$ cat config.mk
export PLATFORM = sky130hd
export DESIGN_NAME = base64_stream_decoder_core
export DESIGN_NICKNAME = d
export VERILOG_FILES = /design/src/sv/b64d_pkg.sv /design/src/sv/base64_stream_decoder_core.sv /design/src/sv/b64d_front.sv /design/src/sv/b64d_queue.sv /design/src/sv/b64d_back.sv
export VERILOG_INCLUDE_DIRS = /design/src /design/src/sv
export SDC_FILE = /design/constraint.sdc
export NUM_CORES = 1
export LEC_CHECK = 0
export BUFFER_PORTS_ARGS = -buffer_cell sky130_fd_sc_hd__buf_2
export CELL_PAD_IN_SITES_DETAIL_PLACEMENT = 1
export CELL_PAD_IN_SITES_GLOBAL_PLACEMENT = 1
export CORE_UTILIZATION = 52
export DETAILED_ROUTE_END_ITERATION = 8
export GPL_TIMING_DRIVEN = 0
export HOLD_SLACK_MARGIN = 0.02
export PLACE_DENSITY = 0.88
export RECOVER_POWER = 50
export SYNTH_ARGS = -nofsm -noshare
export SYNTH_HDL_FRONTEND = slang
export SYNTH_SLANG_ARGS = --single-unit
$ cat constraint.sdc
create_clock -name clock -period 3.7 [get_ports clock]
set_input_delay 0.74 -clock clock [delete_from_list [all_inputs] [get_ports clock]]
set_output_delay 0.74 -clock clock [all_outputs]
set_load 0.02 [all_outputs]
$ cat src/sv/base64_stream_decoder_core_macros.svh
// Assertion macros shared by the decoder modules.
// Each macro samples on the rising edge of clock; the checked module must
// have ports named clock and reset.
`ifndef BASE64_STREAM_DECODER_CORE_MACROS_SVH
`define BASE64_STREAM_DECODER_CORE_MACROS_SVH

// Check a property, ignored while reset is high.
`define B64D_ASSERT(label, prop, msg) \
   label: assert property (@(posedge clock) disable iff (reset) prop) else $error(msg);

// Check a property at every edge, reset included.
`define B64D_ASSERT_ALWAYS(label, prop, msg) \
   label: assert property (@(posedge clock) prop) else $error(msg);

`endif

$ cat src/sv/b64d_pkg.sv
`default_nettype none

package b64d_pkg;

   // Default depth of the job queue between front and back.
   localparam int JOB_DEPTH_DEFAULT = 4;

   // Character codes of the alphabet ranges.
   localparam logic [7:0] CHAR_UPPER_A = 8'h41;
   localparam logic [7:0] CHAR_UPPER_Z = 8'h5A;
   localparam logic [7:0] CHAR_LOWER_A = 8'h61;
   localparam logic [7:0] CHAR_LOWER_Z = 8'h7A;
   localparam logic [7:0] CHAR_DIGIT_0 = 8'h30;
   localparam logic [7:0] CHAR_DIGIT_9 = 8'h39;
   localparam logic [7:0] CHAR_PLUS    = 8'h2B;
   localparam logic [7:0] CHAR_SLASH   = 8'h2F;

   // Sextet offsets of the lower-case and digit ranges, and the sextets of plus and slash.
   localparam logic [7:0] LOWER_BASE = 8'd26;
   localparam logic [7:0] DIGIT_BASE = 8'd52;
   localparam logic [5:0] SEXTET_PLUS  = 6'd62;
   localparam logic [5:0] SEXTET_SLASH = 6'd63;

   // Number of results a job carries.
   localparam logic [1:0] NRES_ONE   = 2'd1;
   localparam logic [1:0] NRES_TWO   = 2'd2;
   localparam logic [1:0] NRES_THREE = 2'd3;

   // One request: an encoded character.
   typedef struct packed {
      logic [7:0] char_in;
      logic       end_of_text;
   } req_type;

   // One response: a decoded byte.
   typedef struct packed {
      logic [7:0] byte_out;
      logic       byte_valid;
      logic       last;
   } rsp_type;

   // One job: up to three responses of one request, oldest byte high.
   typedef struct packed {
      logic [23:0] data;
      logic [1:0]  nres;
      logic        valid;
      logic        last;
   } job_type;

   // Queue status seen by its neighbors.
   typedef struct packed {
      logic full;
      logic empty;
   } q_stat_type;

   // Map a character to {in alphabet, sextet}.
   function automatic logic [6:0] sextet_of(logic [7:0] c);
      logic [7:0] d;
      logic [6:0] r;
      d = 8'h00;
      r = 7'h00;
      if (c >= CHAR_UPPER_A && c <= CHAR_UPPER_Z) begin
         d = c - CHAR_UPPER_A;
         r = {1'b1, d[5:0]};
      end else if (c >= CHAR_LOWER_A && c <= CHAR_LOWER_Z) begin
         d = c - CHAR_LOWER_A + LOWER_BASE;
         r = {1'b1, d[5:0]};
      end else if (c >= CHAR_DIGIT_0 && c <= CHAR_DIGIT_9) begin
         d = c - CHAR_DIGIT_0 + DIGIT_BASE;
         r = {1'b1, d[5:0]};
      end else if (c == CHAR_PLUS) begin
         r = {1'b1, SEXTET_PLUS};
      end else if (c == CHAR_SLASH) begin
         r = {1'b1, SEXTET_SLASH};
      end
      return r;
   endfunction

endpackage

`default_nettype wire

$ cat src/sv/base64_stream_decoder_core.sv
`default_nettype none

// Base64 stream decoder, standard alphabet. One character enters per cycle
// while req_full is low; the front end classifies it and keeps the partial
// group, and each request that yields output places one job (one to three
// bytes) into a job queue of JOB_DEPTH entries. The back end sends one byte
// per cycle through a registered output while the consumer pops, so a full
// group of four characters gives three responses and the stream runs at one
// character per cycle. The first byte of a request passes the job queue and
// the current-job register into the output register, when the back end is
// idle. req_full rises only while the job queue is full, which happens when
// the consumer holds pop low. The first '=' or any foreign character stops
// decoding until end_of_text; the request that ends a string gives its
// remaining bytes with last set on the final one, or a single response with
// byte_valid low and last high when there is nothing to send.
module base64_stream_decoder_core #(
   parameter int JOB_DEPTH = b64d_pkg::JOB_DEPTH_DEFAULT
) (
   input  wire logic              clock,
   input  wire logic              reset,
   input  wire logic              req_push,
   output logic                   req_full,
   input  wire b64d_pkg::req_type req_data,
   output logic                   rsp_empty,
   input  wire logic              rsp_pop,
   output b64d_pkg::rsp_type      rsp_data
);
   import b64d_pkg::*;

   q_stat_type q_stat;
   logic       job_push, job_pop;
   job_type    job_in, job_out;

   b64d_front u_front (
      .clock    (clock),
      .reset    (reset),
      .req_push (req_push),
      .req_full (req_full),
      .req_data (req_data),
      .q_stat   (q_stat),
      .job_push (job_push),
      .job_data (job_in)
   );

   b64d_queue #(
      .DEPTH (JOB_DEPTH)
   ) u_queue (
      .clock     (clock),
      .reset     (reset),
      .push      (job_push),
      .push_data (job_in),
      .pop       (job_pop),
      .pop_data  (job_out),
      .stat      (q_stat)
   );

   b64d_back u_back (
      .clock     (clock),
      .reset     (reset),
      .q_stat    (q_stat),
      .job_data  (job_out),
      .job_pop   (job_pop),
      .rsp_empty (rsp_empty),
      .rsp_pop   (rsp_pop),
      .rsp_data  (rsp_data)
   );

endmodule

`default_nettype wire

$ cat src/sv/b64d_front.sv
`default_nettype none

module b64d_front (
   input  wire logic                 clock,
   input  wire logic                 reset,
   input  wire logic                 req_push,
   output logic                      req_full,
   input  wire b64d_pkg::req_type    req_data,
   input  wire b64d_pkg::q_stat_type q_stat,
   output logic                      job_push,
   output b64d_pkg::job_type         job_data
);
   import b64d_pkg::*;

   logic [1:0]  group_count_ff, group_count_in;
   logic [17:0] sextet_store_ff, sextet_store_in;
   logic        halted_ff, halted_in;

   logic        accept;
   logic [6:0]  sx;
   logic [1:0]  gc_step;
   logic [17:0] st_step;
   logic        full_group;

   // Stall the requester while the job queue is full.
   assign req_full = q_stat.full;
   assign accept   = req_push && !q_stat.full;
   assign sx       = sextet_of(req_data.char_in);

   // Classify the character and advance the group.
   always_comb begin
      gc_step    = group_count_ff;
      st_step    = sextet_store_ff;
      halted_in  = halted_ff;
      full_group = 1'b0;
      if (!halted_ff) begin
         if (!sx[6]) begin
            halted_in = 1'b1;
         end else if (group_count_ff == 2'd3) begin
            full_group = 1'b1;
            gc_step    = 2'd0;
            st_step    = 18'd0;
         end else begin
            st_step = {sextet_store_ff[11:0], sx[5:0]};
            gc_step = group_count_ff + 2'd1;
         end
      end
      group_count_in  = gc_step;
      sextet_store_in = st_step;
      if (req_data.end_of_text) begin
         group_count_in  = 2'd0;
         sextet_store_in = 18'd0;
         halted_in       = 1'b0;
      end
   end

   // Build the job for this request.
   always_comb begin
      job_data       = '0;
      job_data.valid = 1'b1;
      job_data.last  = req_data.end_of_text;
      job_push       = 1'b0;
      if (full_group) begin
         job_data.data = {sextet_store_ff, sx[5:0]};
         job_data.nres = NRES_THREE;
         job_push      = accept;
      end else if (req_data.end_of_text) begin
         job_push = accept;
         unique case (gc_step)
            2'd2: begin
               job_data.data = {st_step[11:4], 16'h0000};
               job_data.nres = NRES_ONE;
            end
            2'd3: begin
               job_data.data = {st_step[17:10], st_step[9:2], 8'h00};
               job_data.nres = NRES_TWO;
            end
            default: begin
               job_data.nres  = NRES_ONE;
               job_data.valid = 1'b0;
            end
         endcase
      end
   end

   // Hold group state between requests.
   always_ff @(posedge clock) begin
      if (reset) begin
         group_count_ff  <= 2'd0;
         sextet_store_ff <= 18'd0;
         halted_ff       <= 1'b0;
      end else if (accept) begin
         group_count_ff  <= group_count_in;
         sextet_store_ff <= sextet_store_in;
         halted_ff       <= halted_in;
      end
   end

endmodule

`default_nettype wire

$ cat src/sv/b64d_queue.sv
`default_nettype none
`include "base64_stream_decoder_core_macros.svh"

module b64d_queue #(
   parameter int DEPTH = b64d_pkg::JOB_DEPTH_DEFAULT
) (
   input  wire logic                 clock,
   input  wire logic                 reset,
   input  wire logic                 push,
   input  wire b64d_pkg::job_type    push_data,
   input  wire logic                 pop,
   output b64d_pkg::job_type         pop_data,
   output b64d_pkg::q_stat_type      stat
);
   import b64d_pkg::*;

   localparam int PW = (DEPTH > 1) ? $clog2(DEPTH) : 1;
   localparam int CW = $clog2(DEPTH + 1);
   localparam logic [PW-1:0] LAST_PTR = PW'(DEPTH - 1);
   localparam logic [CW-1:0] FULL_CNT = CW'(DEPTH);

   job_type       slot_ff [DEPTH];
   logic [PW-1:0] wr_ptr_ff, wr_ptr_in;
   logic [PW-1:0] rd_ptr_ff, rd_ptr_in;
   logic [CW-1:0] count_ff, count_in;
   logic          do_push, do_pop;

   assign stat.full  = (count_ff == FULL_CNT);
   assign stat.empty = (count_ff == '0);
   assign do_push    = push && !stat.full;
   assign do_pop     = pop && !stat.empty;
   assign pop_data   = slot_ff[rd_ptr_ff];

   // Advance pointers and count.
   always_comb begin
      wr_ptr_in = wr_ptr_ff;
      rd_ptr_in = rd_ptr_ff;
      count_in  = count_ff;
      if (do_push) begin
         wr_ptr_in = (wr_ptr_ff == LAST_PTR) ? '0 : wr_ptr_ff + PW'(1);
      end
      if (do_pop) begin
         rd_ptr_in = (rd_ptr_ff == LAST_PTR) ? '0 : rd_ptr_ff + PW'(1);
      end
      if (do_push && !do_pop) begin
         count_in = count_ff + CW'(1);
      end else if (do_pop && !do_push) begin
         count_in = count_ff - CW'(1);
      end
   end

   always_ff @(posedge clock) begin
      if (reset) begin
         wr_ptr_ff <= '0;
         rd_ptr_ff <= '0;
         count_ff  <= '0;
      end else begin
         wr_ptr_ff <= wr_ptr_in;
         rd_ptr_ff <= rd_ptr_in;
         count_ff  <= count_in;
      end
   end

   // Store the pushed job.
   always_ff @(posedge clock) begin
      if (do_push) begin
         slot_ff[wr_ptr_ff] <= push_data;
      end
   end

   `B64D_ASSERT(a_count_bound, count_ff <= FULL_CNT, "job queue count over depth")
   `B64D_ASSERT(a_push_grows, (do_push && !do_pop) |=> (count_ff == $past(count_ff) + CW'(1)), "job queue count did not grow on push")
   `B64D_ASSERT(a_idle_rd_hold, (!pop && !do_push) |=> $stable(rd_ptr_ff) && $stable(count_ff), "job queue moved without a request")

endmodule

`default_nettype wire

$ cat src/sv/b64d_back.sv
`default_nettype none
`include "base64_stream_decoder_core_macros.svh"

module b64d_back (
   input  wire logic                 clock,
   input  wire logic                 reset,
   input  wire b64d_pkg::q_stat_type q_stat,
   input  wire b64d_pkg::job_type    job_data,
   output logic                      job_pop,
   output logic                      rsp_empty,
   input  wire logic                 rsp_pop,
   output b64d_pkg::rsp_type         rsp_data
);
   import b64d_pkg::*;

   job_type    cur_job_ff;
   logic       cur_valid_ff, cur_valid_in;
   logic [1:0] cur_idx_ff, cur_idx_in;
   rsp_type    out_ff, out_in;
   logic       out_valid_ff, out_valid_in;

   logic       out_load, cur_end, cur_take;

   // Move one byte into the output register when it frees up.
   assign out_load = cur_valid_ff && (!out_valid_ff || rsp_pop);
   assign cur_end  = (cur_idx_ff == cur_job_ff.nres - 2'd1);
   assign cur_take = !cur_valid_ff || (out_load && cur_end);
   assign job_pop  = cur_take && !q_stat.empty;

   // Select the byte of the current job.
   always_comb begin
      out_in = out_ff;
      if (out_load) begin
         unique case (cur_idx_ff)
            2'd0:    out_in.byte_out = cur_job_ff.data[23:16];
            2'd1:    out_in.byte_out = cur_job_ff.data[15:8];
            default: out_in.byte_out = cur_job_ff.data[7:0];
         endcase
         out_in.byte_valid = cur_job_ff.valid;
         out_in.last       = cur_job_ff.last && cur_end;
      end
   end

   // Advance the job and output flags.
   always_comb begin
      cur_valid_in = cur_valid_ff;
      cur_idx_in   = cur_idx_ff;
      out_valid_in = out_valid_ff;
      if (rsp_pop) begin
         out_valid_in = 1'b0;
      end
      if (out_load) begin
         out_valid_in = 1'b1;
         cur_idx_in   = cur_idx_ff + 2'd1;
      end
      if (cur_take) begin
         cur_valid_in = !q_stat.empty;
         cur_idx_in   = 2'd0;
      end
   end

   always_ff @(posedge clock) begin
      if (reset) begin
         cur_valid_ff <= 1'b0;
         cur_idx_ff   <= 2'd0;
         out_valid_ff <= 1'b0;
      end else begin
         cur_valid_ff <= cur_valid_in;
         cur_idx_ff   <= cur_idx_in;
         out_valid_ff <= out_valid_in;
      end
   end

   always_ff @(posedge clock) begin
      out_ff <= out_in;
      if (job_pop) begin
         cur_job_ff <= job_data;
      end
   end

   assign rsp_empty = !out_valid_ff;
   assign rsp_data  = out_ff;

   `B64D_ASSERT(a_idx_in_job, cur_valid_ff |-> (cur_idx_ff < cur_job_ff.nres), "byte index past job")
   `B64D_ASSERT(a_stall_hold, (out_valid_ff && !rsp_pop) |=> $stable(out_ff) && !rsp_empty, "waiting response changed")
   `B64D_ASSERT(a_empty_byte_last, (out_valid_ff && !out_ff.byte_valid) |-> out_ff.last, "empty byte without last mark")

endmodule

`default_nettype wire
## Word level (Yosys, flattened, before mapping)

Memory sizes are Yosys's and may differ from the RTL's. A register that Yosys moved wholly into a read port is not among the register bits.
Index checks and enable logic that the tools add are counted.

| word-level totals | value |
|---|---|
| register bits | 42 |
| bits in writable memories | 112 |
| logic and storage cells | 107 |
| memories kept | 1 |

| cells by class | value |
|---|---|
| add/sub/neg operators | 12 |
| magnitude comparators | 6 |
| equal/unequal tests | 11 |
| multiplexer cells | 36 |
| reductions and logical operators | 28 |

Memories:

| name | words | width | read ports | clocked after Yosys merged registers in | wr ports | line | source |
|---|---|---|---|---|---|---|---|
| u_queue.slot_ff | 4 | 28 | 1 | 1 | 1 | b64d_queue.sv:22 | `job_type slot_ff [DEPTH];` |

Operator list:

| kind | number |
|---|---|
| two-way mux 18 bit | 4 |
| one-hot mux 24 bit (2 select lines) | 1 |
| two-way mux 7 bit | 5 |
| two-way mux 27 bit | 1 |
| two-way mux 26 bit | 1 |
| == test 8 x 6 -> 1 bit (second input constant) | 2 |
| >= comparator 8 x 7 -> 1 bit (second input constant) | 2 |
| <= comparator 8 x 7 -> 1 bit (second input constant) | 2 |
| one-hot mux 8 bit (2 select lines) | 1 |
| two-way mux 1 bit | 14 |
| two-way mux 2 bit | 7 |
| logical AND 1 bit | 12 |
| subtractor 6 bit (second input constant) | 2 |
| == test 2 bit (second input constant) | 5 |
| adder 2 x 1 -> 2 bit (second input constant) | 4 |
| >= comparator 8 x 6 -> 1 bit (second input constant) | 1 |
| <= comparator 8 x 6 -> 1 bit (second input constant) | 1 |
| adder 6 x 5 -> 6 bit (second input constant) | 1 |
| adder 6 bit (second input constant) | 1 |
| logical NOT 1 bit | 6 |
| two-way mux 3 bit | 2 |
| nonzero test 2 bit | 3 |
| subtractor 6 x 1 -> 6 bit (second input constant) | 1 |
| OR reduction 2 bit | 2 |
| other kinds (11) | 12 |

## Logic depth before layout (Yosys ltp)

| logic depth | value |
|---|---|
| word-level depth | 14 |
| mapped depth | 13 |

## Cells and area by module

From an unflattened synthesis, not the netlist that was laid out.

| second synthesis, totals | value |
|---|---|
| cells, all modules | 545 |
| area total of the unflattened synthesis | 8015.2 µm² |

Modules (own cells, without submodules):

| module | times used | cells each | area each (µm²) |
|---|---|---|---|
| b64d_queue | 1 | 196 | 4541.9 |
| b64d_front | 1 | 256 | 1928.1 |
| b64d_back | 1 | 93 | 1545.2 |

## Worst setup path after synthesis

OpenSTA, ideal clock, no wires.

| path | value |
|---|---|
| path type | input -> register |
| start | input port req_data[3] in the netlist's numbering |
| end | register u_queue.count_ff[2] |
| setup time | 0.071 ns |
| data arrival time | 3.359 ns |
| data required time | 3.629 ns |
| path slack | 0.270 ns |
| cell stages on the path | 13 |
| path buffers | 0 |
| path through | inv_1 -> ha_1 -> nor2b_1 -> o21a_1 -> a211oi_4 -> o21ai_4 -> a21oi_4 -> ha_1 -> inv_1 -> fa_1 -> xor2_1 -> or3_1 -> a21oi_1 |

| between the ends | value |
|---|---|
| cells in the longest elaborated chain, start to end | 13 |
| elaborated cells between the ends (all ways) | 25 |
| classes of those cells | order compare (6); eq/ne (2); mux (9); reduce/logical (8) |

Ends and longest elaborated chain:

| element | line | source |
|---|---|---|
| start, declared | base64_stream_decoder_core.sv:23 | `input wire b64d_pkg::req_type req_data,` |
| parallel branches: the longest is 5 deep, another holds >= comparator 8 x 6 -> 1 bit | - |  |
| two-way mux 7 bit (*) | b64d_pkg.sv:62 | `if (c >= CHAR_UPPER_A && c <= CHAR_UPPER_Z) begin` |
| two-way mux 1 bit (*) | b64d_front.sv:37 | `if (!sx[6]) begin` |
| two-way mux 1 bit (*) | b64d_front.sv:36 | `if (!halted_ff) begin` |
| two-way mux 1 bit (*) | b64d_front.sv:63 | `if (full_group) begin` |
| logical AND 1 bit (*) | b64d_queue.sv:30 | `assign do_push = push && !stat.full;` |
| via u_queue.do_push | b64d_queue.sv:26 | `logic do_push, do_pop;` |
| logical NOT 1 bit | b64d_queue.sv:47 | `end else if (do_pop && !do_push) begin` |
| logical AND 1 bit | b64d_queue.sv:47 |  |
| nonzero test 2 bit (no line) | - |  |
| end signal, assigned | b64d_queue.sv:60 | `count_ff <= count_in;` |
| end, declared | b64d_queue.sv:25 | `logic [CW-1:0] count_ff, count_in;` |

Mark *: on every way through the listed nets, which the timed path passes.
A chain may end at the register's enable or synchronous reset.

==> results.json <==
{
  "outcome": "complete, no violations",
  "diodes": 0,
  "die_w_um": 125.1,
  "max-slew-margin-rel_pct": 16.11,
  "path_clk_slew_ns": 0.06,
  "start_util_pct": 53.79,
  "ys_seq_area_share_pct": 65.31,
  "die_h_um": 125.1,
  "synth-xor-area-share_pct": 0.6671,
  "syn_inst": 528,
  "period_share_pct": 96.03,
  "place_hpwl_um": 12860,
  "synthToLayoutAreaGrowth_pct": 11.42,
  "numCtsBuffers": 17,
  "fin_cells": 769,
  "cts_tree": "done",
  "via_count": 4834,
  "synth-edff-count": 150,
  "worstPathRequired_ns": 3.82,
  "p_leak_nw": 2.937,
  "async_flop_share_pct": 0,
  "synth-compound-area-share_pct": 11.28,
  "h-tree-depth": 4,
  "dr.pass1.iters": 7,
  "ys.flop_type": "edfxtp_1",
  "hold_path.class": "reg2reg",
  "grt_max_degree": 29,
  "slew_violations": 0,
  "rsz0062_at_grt": "false",
  "yosysWarnings": 0,
  "vias_per_cell": 6.286,
  "fin_ws_ns": 0.1469,
  "die_area_sq_mm": 0.01565,
  "overflow": 0,
  "drive_above_1_share_pct": 15.38,
  "grt_usage_pct": 25.12,
  "drt_wl_total_um": 18610,
  "ctsRootBufferMaster": "clkbuf_16",
  "grt_pass1_wl_um": 29030,
  "ir_drop_uv": 381.1,
  "placedInstanceArea_sq_mm": 0.008252,
  "critPathLaunchType": "input port",
  "gp_congestion": 0.8921,
  "fmax_mhz": 281.4,
  "period_needed_ns": 3.553,
  "place_inst": 736,
  "pre_cts_slack_ns": -0.7471,
  "powerDensity_mw_per_mm2": 653.3,
  "synth_top_family_by_area": "compound AO/OA/AOI/OAI gates",
  "fillers": 1406,
  "routedWlPerCell_um": 24.20,
  "syn_area_per_cell_sq_um": 14.92,
  "ys_types": 65,
  "hold_slack_ns": 0.4334,
  "clock_path_buffers": 2,
  "fp.coreArea_sq_mm": 0.01464,
  "io_pins": 25,
  "crit_path_max_fanout": 10,
  "nets": 603,
  "ant_nets": 0,
  "worst_slew_pin_slew_ns": 1.257,
  "setup_viol": 0,
  "synth_simple_gate_area_share_pct": 8.148,
  "clkSinkCount": 182,
  "cp_data_arrival_time_ns": 3.67,
  "hold_violations": 0,
  "synth.area.mux_share_pct": 9.165,
  "drt_iter0_markers": 499,
  "clock_latency_ns": 0.43,
  "synth_nets": 559,
  "synth_seq_cells": 182,
  "grt_pass1_vias": 5164,
  "worstSetupEndpointType": "flip-flop",
  "synthAdderAreaFrac_pct": 2.954,
  "fin_skew_ns": 0.01102,
  "port_buffers": 23,
  "worstSetupPathType": "in2reg",
  "rows": 44,
  "drv_cap": 0,
  "antenna_found_initial": 0,
  "drc_errors": 0,
  "netlist_area_sq_mm": 0.007878,
  "final_area_sq_mm": 0.008777
}
[placed cells by master, fill, tap and decap left out, types with 3 or more instances in the layout]
master	count
edfxtp_1	150
nand2_1	45
nor2_1	35
clkbuf_1	32
dfxtp_1	32
a22oi_1	29
mux4_2	28
inv_1	19
ha_1	17
clkbuf_16	17
buf_2	14
a21oi_1	14
nor2b_1	14
nand2b_1	12
o21ai_0	9
a22o_1	9
mux2i_1	8
o2bb2ai_1	7
a32oi_1	6
or3_1	5
nor3_1	5
xnor2_1	4
clkinv_4	4
inv_6	4
o31ai_1	3
o22ai_1	3
and2_2	3
buf_4	3
[metrics by stage]
stage	util [%]	power [mW]	TNS (ns)
2_1_floorplan	-	3.599	0
3_3_place_gp	56.15	3.877	-62.51
3_5_place_dp	56.35	4.013	-51.86
4_1_cts	60.33	5.798	0
5_1_grt	59.94	5.938	0
6_report	59.94	5.734	0
[worst paths after layout]
kind / start / to / slack, ns / depth (start not counted)
worst min register to register: u_back.cur_job_ff[1]$_DFFE_PP_ / u_back.rsp_data[1]$_DFFE_PP_ / 0.43 / 0
worst max-delay path: req_data[3] / u_queue.slot_ff[0][21]$_DFFE_PP_ / 0.15 / 10
worst max register to register: u_back.cur_job_ff[3]$_DFFE_PP_ / u_queue.count_ff[2]$_SDFFE_PP0P_ / 0.64 / 10
worst min-delay path: u_back.cur_job_ff[1]$_DFFE_PP_ / u_back.rsp_data[1]$_DFFE_PP_ / 0.43 / 0
[critical path, cell delays in order]
cell and delay (ns):
buf_2 0.16, inv_1 0.18, ha_1 0.28, a21oi_1 0.10, a311oi_1 0.65, or3_1 0.24, clkbuf_1 0.44, o211ai_1 0.36
a22oi_1 0.29, o221ai_1 0.23
[routing by layer]
metal / GRT usage, % / routed length [um]
met5: 0 / 0
met4: 9.756 / 482
met3: 4.921 / 852
met2: 44.92 / 9725
met1: 29.96 / 7550
[logic make-up after synthesis]
logic type	Yosys count
flip-flops	182
AND/OR/NAND/NOR	131
XOR/XNOR	6
adder cells (fa/ha/maj)	18
buffers and inverters	46
AO/OA/AOI/OAI	108
multiplexers	37
[final cells by class]
| type | count | area, sq um | share of cell area (%) |
|---|---|---|---|
| inverters | 21 | 78.83 | 0.8981 |
| clock buffers | 19 | 432.9 | 4.932 |
| plain buffers | 25 | 106.4 | 1.212 |
| clock inverters | 13 | 147.6 | 1.682 |
| flip-flops and latches | 182 | 5145 | 58.62 |
| well taps | 184 | 230.2 | 2.623 |
| repair buffers | 25 | 133.9 | 1.525 |
| multi-input cells | 300 | 2502 | 28.51 |
[repair_timing]
action,CTS,global route
pin swaps,2,1
buffers inserted,0,1
gates cloned,0,0
endpoints found under the setup margin,57,1
resized for setup,2,0
hold buffers,0,0
[sequential cells by signal, summed over array words and instances (netlist names)]
register,flops
u_queue.count_ff,3
u_back.rsp_data,10
u_queue.rd_ptr_ff,2
u_back.cur_valid_ff,1
u_queue.slot_ff,112
u_front.sextet_store_ff,18
u_front.halted_ff,1
u_front.group_count_ff,2
u_back.out_valid_ff,1
u_back.cur_job_ff,28
u_queue.wr_ptr_ff,2
u_back.cur_idx_ff,2
[where the power goes]
part	leakage (nW)	internal, mW	total (mW)	switching (mW)
Sequential	1.64	2.64	2.78	0.137
Clock	0.283	1.00	1.77	0.770
Combinational	1.02	0.449	1.18	0.736
[synth_stat cells (2+ instances only)]
cell / number / area [sq um]
edfxtp_1: 150 / 4504
nand2_1: 45 / 168.9
nor2_1: 34 / 127.6
dfxtp_1: 32 / 640.6
a22oi_1: 29 / 217.7
mux4_2: 28 / 630.6
inv_1: 19 / 71.32
ha_1: 17 / 212.7
nor2b_1: 14 / 87.58
a21oi_1: 13 / 65.06
clkbuf_1: 12 / 45.04
nand2b_1: 12 / 75.07
a22o_1: 9 / 78.83
mux2i_1: 8 / 80.08
o21ai_0: 7 / 35.03
o2bb2ai_1: 7 / 61.31
a32oi_1: 6 / 52.55
buf_2: 6 / 30.03
nor3_1: 5 / 25.02
and2_1: 4 / 25.02
buf_1: 4 / 15.01
o21ai_1: 4 / 20.02
or3_1: 4 / 25.02
xnor2_1: 4 / 35.03
o22ai_1: 3 / 18.77
a21oi_4: 2 / 32.53
and3_1: 2 / 12.51
buf_4: 2 / 15.01
inv_2: 2 / 7.510
nor2_2: 2 / 12.51
nor3b_1: 2 / 15.01
o211a_1: 2 / 20.02
o21a_1: 2 / 15.01
o221ai_1: 2 / 17.52
o311ai_0: 2 / 17.52
o31ai_1: 2 / 15.01
xor2_1: 2 / 17.52
(Power assumes the default switching activity.)
